### src/sv/pso_pkg.sv
// ----------------------------------------------------------------------------
// pso_pkg
// Shared types, widths and constants of the phase accumulator sine oscillator.
// ----------------------------------------------------------------------------
`default_nettype none

package pso_pkg;

	localparam int PHASE_BITS  = 32;
	localparam int SAMPLE_BITS = 16;
	localparam int STEP_BITS   = 32;
	localparam int GAIN_BITS   = 16;
	localparam int IN_TDATA_W  = ((STEP_BITS + GAIN_BITS + 7) / 8) * 8;
	localparam int OUT_TDATA_W = ((SAMPLE_BITS + 7) / 8) * 8;

	// phase alignment to Q0.32
	localparam int SH_UP = (PHASE_BITS >= 32) ? PHASE_BITS - 32 : 0;
	localparam int SH_DN = (PHASE_BITS < 32) ? 32 - PHASE_BITS : 0;

	// shared multiplier
	localparam int MUL_A_W = 33;
	localparam int MUL_B_W = 32;
	localparam int PROD_W  = MUL_A_W + MUL_B_W;
	localparam int ACC_W   = 35;
	localparam int OSH     = 48 - SAMPLE_BITS;

	localparam logic [MUL_B_W-1:0] PI_Q30 = 32'd3373259426;
	localparam logic [PROD_W-1:0]  RND30  = PROD_W'(1) << 29;
	localparam logic [PROD_W-1:0]  RNDO   = PROD_W'(1) << (OSH - 1);
	localparam logic [30:0]        QUARTER = 31'h4000_0000;
	localparam logic [31:0]        HALF    = 32'h8000_0000;
	localparam logic signed [ACC_W-1:0] HC6 = 35'sd1;

	typedef struct packed {
		logic                 neg;
		logic [30:0]          h;
		logic [GAIN_BITS-1:0] gain;
	} pso_item_t;

	typedef enum logic [1:0] {
		ST_IDLE,
		ST_MUL,
		ST_ADJ
	} pso_state_t;

	typedef enum logic [3:0] {
		OP_X,
		OP_X2,
		OP_H5,
		OP_H4,
		OP_H3,
		OP_H2,
		OP_H1,
		OP_H0,
		OP_S,
		OP_M
	} pso_op_t;

	// odd Taylor terms in Q32
	function automatic logic signed [ACC_W-1:0] horner_coef(input pso_op_t op);
		logic signed [ACC_W-1:0] c;
		case (op)
			OP_H5:   c = -35'sd108;
			OP_H4:   c = 35'sd11836;
			OP_H3:   c = -35'sd852176;
			OP_H2:   c = 35'sd35791394;
			OP_H1:   c = -35'sd715827883;
			OP_H0:   c = 35'sd4294967296;
			default: c = '0;
		endcase
		return c;
	endfunction

endpackage

`default_nettype wire

### src/sv/pso_front.sv
// ----------------------------------------------------------------------------
// pso_front
// Accepts sample ticks, advances the phase accumulator, folds the phase to
// the first quadrant and hands a work item to the queue.
// ----------------------------------------------------------------------------
`default_nettype none

module pso_front
	import pso_pkg::*;
(
	input  wire logic                 clk,
	input  wire logic                 arst_n,
	input  wire logic                 s_valid,
	output logic                      s_ready,
	input  wire logic [STEP_BITS-1:0] step,
	input  wire logic [GAIN_BITS-1:0] gain,
	input  wire logic                 q_ready,
	output logic                      q_push,
	output pso_item_t                 q_item
);

	logic [PHASE_BITS-1:0] acc_q;
	logic [GAIN_BITS-1:0]  gain_q;
	logic                  valid_q;
	logic [PHASE_BITS-1:0] step_al;
	logic [31:0]           p;
	logic [30:0]           h;
	logic                  accept;

	always_comb begin
		if (PHASE_BITS >= 32) begin
			step_al = PHASE_BITS'(step) << SH_UP;
			p       = 32'(acc_q >> SH_UP);
		end else begin
			step_al = PHASE_BITS'(step >> SH_DN);
			p       = 32'(acc_q) << SH_DN;
		end
		h = p[30:0];
		if (h > QUARTER) begin
			h = 31'(HALF - {1'b0, h});
		end
	end

	assign q_push      = valid_q && q_ready;
	assign s_ready     = !valid_q || q_ready;
	assign accept      = s_valid && s_ready;
	assign q_item.neg  = p[31];
	assign q_item.h    = h;
	assign q_item.gain = gain_q;

	always_ff @(posedge clk or negedge arst_n) begin
		if (!arst_n) begin
			acc_q   <= '0;
			valid_q <= 1'b0;
		end else begin
			if (accept) begin
				acc_q   <= acc_q + step_al;
				valid_q <= 1'b1;
			end else if (q_push) begin
				valid_q <= 1'b0;
			end
		end
	end

	always_ff @(posedge clk) begin
		if (accept) begin
			gain_q <= gain;
		end
	end

endmodule

`default_nettype wire

### src/sv/pso_fifo.sv
// ----------------------------------------------------------------------------
// pso_fifo
// Two-entry queue of work items between the front and the back.
// ----------------------------------------------------------------------------
`default_nettype none

module pso_fifo
	import pso_pkg::*;
(
	input  wire logic      clk,
	input  wire logic      arst_n,
	input  wire logic      push,
	input  wire pso_item_t wr_item,
	output logic           ready,
	input  wire logic      pop,
	output logic           valid,
	output pso_item_t      rd_item
);

	pso_item_t  mem_q [2];
	logic       wr_ptr_q;
	logic       rd_ptr_q;
	logic [1:0] cnt_q;

	assign ready   = (cnt_q != 2'd2);
	assign valid   = (cnt_q != 2'd0);
	assign rd_item = mem_q[rd_ptr_q];

	always_ff @(posedge clk or negedge arst_n) begin
		if (!arst_n) begin
			wr_ptr_q <= 1'b0;
			rd_ptr_q <= 1'b0;
			cnt_q    <= '0;
		end else begin
			if (push) begin
				wr_ptr_q <= !wr_ptr_q;
			end
			if (pop) begin
				rd_ptr_q <= !rd_ptr_q;
			end
			if (push && !pop) begin
				cnt_q <= cnt_q + 2'd1;
			end else if (pop && !push) begin
				cnt_q <= cnt_q - 2'd1;
			end
		end
	end

	always_ff @(posedge clk) begin
		if (push) begin
			mem_q[wr_ptr_q] <= wr_item;
		end
	end

endmodule

`default_nettype wire

### src/sv/pso_back.sv
// ----------------------------------------------------------------------------
// pso_back
// Sequencer around one shared multiplier: phase to radians, x squared,
// Horner terms, sine, gain, then round, saturate and sign into the output
// register.
// ----------------------------------------------------------------------------
`default_nettype none

module pso_back
	import pso_pkg::*;
(
	input  wire logic                   clk,
	input  wire logic                   arst_n,
	input  wire logic                   q_valid,
	input  wire pso_item_t              q_item,
	output logic                        q_pop,
	output logic                        m_valid,
	input  wire logic                   m_ready,
	output logic [SAMPLE_BITS-1:0]      m_sample
);

	pso_state_t state_q, state_d;
	pso_op_t    op_q;
	logic       load_out;
	logic       out_valid_q;

	logic                    neg_q;
	logic [30:0]             h_q;
	logic [GAIN_BITS-1:0]    gain_q;
	logic [30:0]             x_q;
	logic [31:0]             x2_q;
	logic signed [ACC_W-1:0] acc_q;
	logic [MUL_A_W-1:0]      s_q;
	logic [PROD_W-1:0]       prod_q;
	logic [SAMPLE_BITS-1:0]  sample_q;

	logic [MUL_A_W-1:0]      mul_a;
	logic [MUL_B_W-1:0]      mul_b;
	logic signed [ACC_W-1:0] acc_abs;
	logic [PROD_W-1:0]       rnd30;
	logic signed [ACC_W-1:0] term;
	logic [PROD_W-1:0]       m_full;
	logic [PROD_W-1:0]       lim;
	logic [SAMPLE_BITS-1:0]  mag;

	always_comb begin
		acc_abs = acc_q[ACC_W-1] ? -acc_q : acc_q;
		unique case (op_q)
			OP_X: begin
				mul_a = MUL_A_W'(h_q);
				mul_b = PI_Q30;
			end
			OP_X2: begin
				mul_a = MUL_A_W'(x_q);
				mul_b = MUL_B_W'(x_q);
			end
			OP_S: begin
				mul_a = acc_q[ACC_W-1] ? '0 : MUL_A_W'(acc_q);
				mul_b = MUL_B_W'(x_q);
			end
			OP_M: begin
				mul_a = s_q;
				mul_b = MUL_B_W'(gain_q);
			end
			default: begin
				mul_a = MUL_A_W'(acc_abs);
				mul_b = x2_q;
			end
		endcase

		rnd30 = (prod_q + RND30) >> 30;
		term  = acc_q[ACC_W-1] ? -ACC_W'(rnd30) : ACC_W'(rnd30);

		m_full = (prod_q + RNDO) >> OSH;
		lim    = neg_q ? (PROD_W'(1) << (SAMPLE_BITS - 1))
		               : ((PROD_W'(1) << (SAMPLE_BITS - 1)) - PROD_W'(1));
		mag    = (m_full > lim) ? SAMPLE_BITS'(lim) : SAMPLE_BITS'(m_full);
	end

	always_comb begin
		state_d  = state_q;
		q_pop    = 1'b0;
		load_out = 1'b0;
		unique case (state_q)
			ST_IDLE: begin
				if (q_valid) begin
					q_pop   = 1'b1;
					state_d = ST_MUL;
				end
			end
			ST_MUL: begin
				state_d = ST_ADJ;
			end
			ST_ADJ: begin
				if (op_q == OP_M) begin
					if (!out_valid_q || m_ready) begin
						load_out = 1'b1;
						state_d  = ST_IDLE;
					end
				end else begin
					state_d = ST_MUL;
				end
			end
			default: begin
				state_d = ST_IDLE;
			end
		endcase
	end

	always_ff @(posedge clk or negedge arst_n) begin
		if (!arst_n) begin
			state_q     <= ST_IDLE;
			op_q        <= OP_X;
			out_valid_q <= 1'b0;
		end else begin
			state_q <= state_d;
			if (q_pop) begin
				op_q <= OP_X;
			end else if (state_q == ST_ADJ && op_q != OP_M) begin
				op_q <= pso_op_t'(op_q + 4'd1);
			end
			if (load_out) begin
				out_valid_q <= 1'b1;
			end else if (m_ready) begin
				out_valid_q <= 1'b0;
			end
		end
	end

	always_ff @(posedge clk) begin
		if (q_pop) begin
			neg_q  <= q_item.neg;
			h_q    <= q_item.h;
			gain_q <= q_item.gain;
			acc_q  <= HC6;
		end
		if (state_q == ST_MUL) begin
			prod_q <= PROD_W'(mul_a) * PROD_W'(mul_b);
		end
		if (state_q == ST_ADJ) begin
			unique case (op_q)
				OP_X:    x_q  <= 31'(prod_q >> 31);
				OP_X2:   x2_q <= 32'(rnd30);
				OP_S:    s_q  <= MUL_A_W'(rnd30);
				OP_M:    ;
				default: acc_q <= horner_coef(op_q) + term;
			endcase
		end
		if (load_out) begin
			sample_q <= neg_q ? -mag : mag;
		end
	end

	assign m_valid  = out_valid_q;
	assign m_sample = sample_q;

endmodule

`default_nettype wire

### src/sv/phase_accumulator_sine_oscillator_top.sv
// ----------------------------------------------------------------------------
// phase_accumulator_sine_oscillator_top
// Each request takes ten passes through the shared 33x32 multiplier, each a
// multiply state and an adjust state, after one dispatch state. The back end
// takes no new item from the queue until the last sample is in its output register.
// Reset: asynchronous, active low; clears the phase accumulator and the queue.
// ----------------------------------------------------------------------------
`default_nettype none

module phase_accumulator_sine_oscillator_top
	import pso_pkg::*;
(
	input  wire logic                   clk,
	input  wire logic                   arst_n,
	input  wire logic                   s_axis_tvalid,
	output logic                        s_axis_tready,
	input  wire logic [IN_TDATA_W-1:0]  s_axis_tdata,  // phase_step[31:0], gain[47:32]
	output logic                        m_axis_tvalid,
	input  wire logic                   m_axis_tready,
	output logic [OUT_TDATA_W-1:0]      m_axis_tdata   // sample[15:0]
);

	logic                   q_push;
	logic                   q_ready;
	pso_item_t              f_item;
	logic                   q_valid;
	logic                   q_pop;
	pso_item_t              b_item;
	logic [SAMPLE_BITS-1:0] sample;

	pso_front u_front (
		.clk     (clk),
		.arst_n  (arst_n),
		.s_valid (s_axis_tvalid),
		.s_ready (s_axis_tready),
		.step    (s_axis_tdata[STEP_BITS-1:0]),
		.gain    (s_axis_tdata[STEP_BITS+GAIN_BITS-1:STEP_BITS]),
		.q_ready (q_ready),
		.q_push  (q_push),
		.q_item  (f_item)
	);

	pso_fifo u_fifo (
		.clk     (clk),
		.arst_n  (arst_n),
		.push    (q_push),
		.wr_item (f_item),
		.ready   (q_ready),
		.pop     (q_pop),
		.valid   (q_valid),
		.rd_item (b_item)
	);

	pso_back u_back (
		.clk      (clk),
		.arst_n   (arst_n),
		.q_valid  (q_valid),
		.q_item   (b_item),
		.q_pop    (q_pop),
		.m_valid  (m_axis_tvalid),
		.m_ready  (m_axis_tready),
		.m_sample (sample)
	);

	assign m_axis_tdata = OUT_TDATA_W'(sample);

endmodule

`default_nettype wire

### config.mk
export PLATFORM = sky130hd
export DESIGN_NAME = phase_accumulator_sine_oscillator_top
export DESIGN_NICKNAME = d
export VERILOG_FILES = /design/src/sv/pso_pkg.sv /design/src/sv/pso_front.sv /design/src/sv/pso_fifo.sv /design/src/sv/pso_back.sv /design/src/sv/phase_accumulator_sine_oscillator_top.sv
export SDC_FILE = /design/constraint.sdc
export NUM_CORES = 2
export LEC_CHECK = 0
export BUFFER_PORTS_ARGS = -buffer_cell sky130_fd_sc_hd__buf_2
export CAP_MARGIN = 20
export CORE_MARGIN = 1.5
export CORE_UTILIZATION = 30
export DETAILED_ROUTE_END_ITERATION = 10
export PLACE_DENSITY_LB_ADDON = 0.3
export REMOVE_ABC_BUFFERS = 1
export SLEW_MARGIN = 20
export SYNTH_ARGS = -nofsm -noshare
export SYNTH_HDL_FRONTEND = slang
export SYNTH_SLANG_ARGS = --single-unit
### constraint.sdc
create_clock -name clk -period 13.5 [get_ports clk]
set_input_delay 0 -clock clk [delete_from_list [all_inputs] [get_ports clk]]
set_output_delay 0 -clock clk [all_outputs]
set_load 0.01 [all_outputs]
==> flow_summary.html <==
<table>
<tr><th>Metric</th><th>Value</th></tr>
<tr><th colspan="2">Worst setup path</th></tr>
<tr><td>CP required</td><td>13.84 ns</td></tr>
<tr><td>Most frequent CP cell</td><td>sky130_fd_sc_hd__fa_1</td></tr>
<tr><td>Crit. End Element</td><td>flop</td></tr>
<tr><td>Worst-path fanout max</td><td>11</td></tr>
<tr><td>Worst-path cell with the longest stage delay</td><td>sky130_fd_sc_hd__a311o_1</td></tr>
<tr><td>Startpoint kind of the worst setup timing path</td><td>flop</td></tr>
<tr><td>Path type of the worst setup path</td><td>flop to flop</td></tr>
<tr><td>Data arrival time at the worst-slack endpoint</td><td>11.77 ns</td></tr>
<tr><td>Delay of the slowest cell on the worst path</td><td>0.84 ns</td></tr>
<tr><th colspan="2">STA</th></tr>
<tr><td>Final setup TNS</td><td>0 ns</td></tr>
<tr><td>Final critical path time including I/O delays and setup</td><td>11.43 ns</td></tr>
<tr><td>Final hold vios</td><td>0</td></tr>
<tr><td>Post-route clock period utilization</td><td>84.7%</td></tr>
<tr><td>Setup repair after global routing missed its margin</td><td>false</td></tr>
<tr><td>Tightest Pin Transition</td><td>1.16 ns</td></tr>
<tr><td>Headroom to the max-slew limit</td><td>22.8%</td></tr>
<tr><td>Final setup viols</td><td>0</td></tr>
<tr><td>Fmax achieved</td><td>0.0875 GHz</td></tr>
<tr><td>Worst clock skew</td><td>0.0318 ns</td></tr>
<tr><td>Final max-slew violation count</td><td>0</td></tr>
<tr><th colspan="2">Floorplan</th></tr>
<tr><td>Area of the die</td><td>182000 um2</td></tr>
<tr><td>Initial Utilization</td><td>30.2%</td></tr>
<tr><td>Core ar.</td><td>178000 um2</td></tr>
<tr><td>I/O pins</td><td>70</td></tr>
<tr><td>Die boundary width</td><td>427 um</td></tr>
<tr><td>Number of cell rows</td><td>155</td></tr>
<tr><td>Chip height</td><td>427 um</td></tr>
<tr><th colspan="2">Routing</th></tr>
<tr><td>Via total after detailed routing</td><td>41400</td></tr>
<tr><td>Highest metal layer used by the detailed router</td><td>met4</td></tr>
<tr><td>Detailed Routing Iterations Pass 1</td><td>8</td></tr>
<tr><td>Remaining antenna violation count</td><td>0</td></tr>
<tr><td>Avg WL per Cell</td><td>22.2 um</td></tr>
<tr><td>Wire length on met1</td><td>77200 um</td></tr>
<tr><td>Remaining design rule violation count</td><td>0</td></tr>
<tr><td>Vias per std cell</td><td>5.09</td></tr>
<tr><td>DRT Wirelength</td><td>181000 um</td></tr>
<tr><td>Number of design-rule violations left by the first detailed-router iteration</td><td>3714</td></tr>
<tr><td>Routed met3 length</td><td>13600 um</td></tr>
<tr><td>Met2 wire len</td><td>81300 um</td></tr>
<tr><th colspan="2">Yosys</th></tr>
<tr><td>Cell with the most instances after synthesis</td><td>sky130_fd_sc_hd__inv_1</td></tr>
<tr><td>EDFF count, synth</td><td>308</td></tr>
<tr><td>Area share of the largest cell type after synthesis</td><td>34.5%</td></tr>
<tr><td>Share of synthesized area occupied by flip-flops and latches</td><td>20.5%</td></tr>
<tr><td>Cell taking the most area after synthesis</td><td>sky130_fd_sc_hd__fa_1</td></tr>
<tr><td>Fraction of synthesis flops using an asynchronous set or reset pin</td><td>11.4%</td></tr>
<tr><td>Synth top cells by count</td><td>sky130_fd_sc_hd__inv_1 (986), sky130_fd_sc_hd__fa_1 (927), sky130_fd_sc_hd__nor2_1 (773)</td></tr>
<tr><td>Synthesis-stage register bit count</td><td>386</td></tr>
<tr><td>Cell area after synthesis</td><td>53900 um2</td></tr>
<tr><td>Post-Syn Area per Cell</td><td>9.44 um2</td></tr>
<tr><td>Predominant post-synthesis flop cell</td><td>sky130_fd_sc_hd__edfxtp_1</td></tr>
<tr><td>Yosys cell types</td><td>83</td></tr>
<tr><td>Synth area leaders</td><td>sky130_fd_sc_hd__fa_1 (34%), sky130_fd_sc_hd__edfxtp_1 (17%), sky130_fd_sc_hd__ha_1 (8.2%)</td></tr>
<tr><td>Number of cells produced by synthesis</td><td>5708</td></tr>
<tr><td>Count of yosys warnings during synthesis</td><td>0</td></tr>
<tr><th colspan="2">Final layout</th></tr>
<tr><td>Fraction of final layout cells with drive strength greater than 1</td><td>7.56%</td></tr>
<tr><td>Number of non-filler instances in the completed layout</td><td>8122</td></tr>
<tr><td>FF+latch area</td><td>11000 um2</td></tr>
<tr><td>Synthesis-to-finish area growth</td><td>10.5%</td></tr>
<tr><td>Multi-input gate area</td><td>38500 um2</td></tr>
<tr><td>Fill cell total of the finished layout</td><td>18400</td></tr>
<tr><td>Final net count</td><td>7060</td></tr>
<tr><th colspan="2">Place</th></tr>
<tr><td>Placed Cells</td><td>7978</td></tr>
<tr><td>Detail Placement HPWL</td><td>140000 um</td></tr>
<tr><td>Gpl congestion</td><td>0.943</td></tr>
<tr><td>Number of port buffers</td><td>69</td></tr>
<tr><th colspan="2">CTS</th></tr>
<tr><td>Buffer type at the clock tree root</td><td>sky130_fd_sc_hd__clkbuf_16</td></tr>
<tr><td>Clock buffers created by TritonCTS</td><td>45</td></tr>
<tr><td>TritonCTS clock tree</td><td>done</td></tr>
<tr><td>Worst-path clk slew</td><td>0.07 ns</td></tr>
<tr><td>Number of clock sinks</td><td>386</td></tr>
<tr><td>H-tree level count</td><td>2</td></tr>
<tr><td>Clock insertion delay at the later pin of the skew report</td><td>0.61 ns</td></tr>
<tr><td>Count of buffers added by post-CTS timing repair for setup</td><td>0</td></tr>
<tr><td>Buffer depth of the longest clock path</td><td>3</td></tr>
<tr><th colspan="2">Global routing</th></tr>
<tr><td>Number of antenna violations at the first check in global routing</td><td>6</td></tr>
<tr><td>Leftover overflow at the end of global routing</td><td>0</td></tr>
<tr><td>GRT Resource Usage Total</td><td>20.1%</td></tr>
<tr><td>Largest net degree at the start of global routing</td><td>85</td></tr>
<tr><td>Number of global-route vias before repair</td><td>43100</td></tr>
<tr><td>First-pass GRT wire length</td><td>274000 um</td></tr>
<tr><th colspan="2">Flow run</th></tr>
<tr><td>Number of max-cap violations</td><td>0</td></tr>
<tr><th colspan="2">Status</th></tr>
<tr><td>Result of the run</td><td>finished, final reports clean</td></tr>
<tr><th colspan="2">Min path</th></tr>
<tr><td>HP Class</td><td>input port to flop</td></tr>
</table>
-- metrics by stage --
| step | cell area [um2] | hold WS, ns | util [%] | worst slack, ns |
|---|---|---|---|---|
| CTS | 59500 | 0.00923 | 33.4 | 2.13 |
| global route | 59500 | 0.0720 | 33.4 | 1.58 |
| floorplan | 52800 | -0.296 | - | 0.925 |
| global placement | 57500 | 0.147 | 32.2 | 2.03 |
| finish | 59500 | 0.0299 | 33.4 | 2.07 |
| detailed placement | 57500 | 0.153 | 32.2 | 2.15 |
-- timing repair --
item / in CTS / in global routing
hold endpoints to repair: 93 / 0
gates resized for setup: 0 / 0
hold buffers: 58 / 0
-- kinds of logic (layout without fill, tap and decap cells) --
kind of cell | Yosys count | count (layout) | share of synthesized area, %
xor+xnor | 216 | 216 | 3.51
mux | 90 | 90 | 1.83
compound gates | 679 | 679 | 8.40
simple gates | 1787 | 1787 | 14.2
fa+ha+maj | 1280 | 1280 | 42.7
flops | 386 | 386 | 20.5
other cells | 0 | 2 | 0
buf+inv | 1270 | 1327 | 8.90
-- per-layer routing --
metal | GRT usage (%) | up-vias
met2 | 32.0 | 1558
met3 | 3.11 | 323
met1 | 27.4 | 21300
met4 | 8.16 | 0
met5 | 0 | -
li1 | - | 18200
-- state kept, by name, indices dropped and copies added, names as in the netlist, 31 cells and up --
name and cells:
u_fifo.mem_q 96, u_back.prod_q 36, u_back.acc_q 34, u_back.s_q 33
u_back.x2_q 32, u_front.acc_q 32, u_back.h_q 31, u_back.x_q 31
-- placed cells by master (no fill, tap or decap), drive strengths merged, types with 68 or more instances in the layout --
cell type  Yosys  layout
nand2        604     604
edfxtp       308     308
ha           353     353
o21ai        170     170
nand3         96      96
a21o          78      78
buf           23     198
fa           927     927
inv          986     988
xor2          68      68
xnor2        148     148
nor2         773     773
a21oi        153     153
-- path summary, 6_finish.rpt --
| check | startpoint | end | slack, ns | cells past startpoint |
|---|---|---|---|---|
| setup reg to reg | u_back.acc_q[10]$_DFF_P_ | u_back.prod_q[59]$_DFFE_PN_ | 2.07 | 34 |
| setup / recovery | u_back.acc_q[10]$_DFF_P_ | u_back.prod_q[59]$_DFFE_PN_ | 2.07 | 34 |
| hold / removal | s_axis_tdata[24] | u_front.acc_q[24]$_DFFE_PN0P_ | 0.03 | 4 |
| max in group asynchronous | arst_n | u_fifo.rd_ptr_q$_DFFE_PN0P_ | 12.97 | 3 |
| min in group asynchronous | arst_n | u_front.acc_q[26]$_DFFE_PN0P_ | 0.04 | 3 |
| hold reg to reg | u_front.gain_q[0]$_DFFE_PP_ | u_fifo.mem_q[1][0]$_DFFE_PP_ | 0.45 | 0 |
-- area by class of cell --
type / instances / share of cell area (%)
antenna: 2 / 0.00840
inverter: 987 / 6.22
clock inverter: 31 / 0.521
sequential: 386 / 18.5
tap: 2355 / 4.95
clock buffer: 53 / 1.94
timing repair buffer: 256 / 3.20
multi-input combinational: 4052 / 64.6
-- critical path, delay by kind of cell, from the launching register on --
| family | cells | cell delay [ns] |
|---|---|---|
| AOI/OAI and AO/OA | 10 | 2.75 |
| adders and majority gates | 9 | 4.55 |
| and+or+nand+nor | 9 | 2.83 |
| buffers and inverters | 5 | 0.40 |
| xor gates and xnor gates | 1 | 0.18 |
| DFF | 1 | 0.40 |
Power is not shown: default switching activity piles up to over one toggle a cycle in this logic, so the estimate is an artifact.
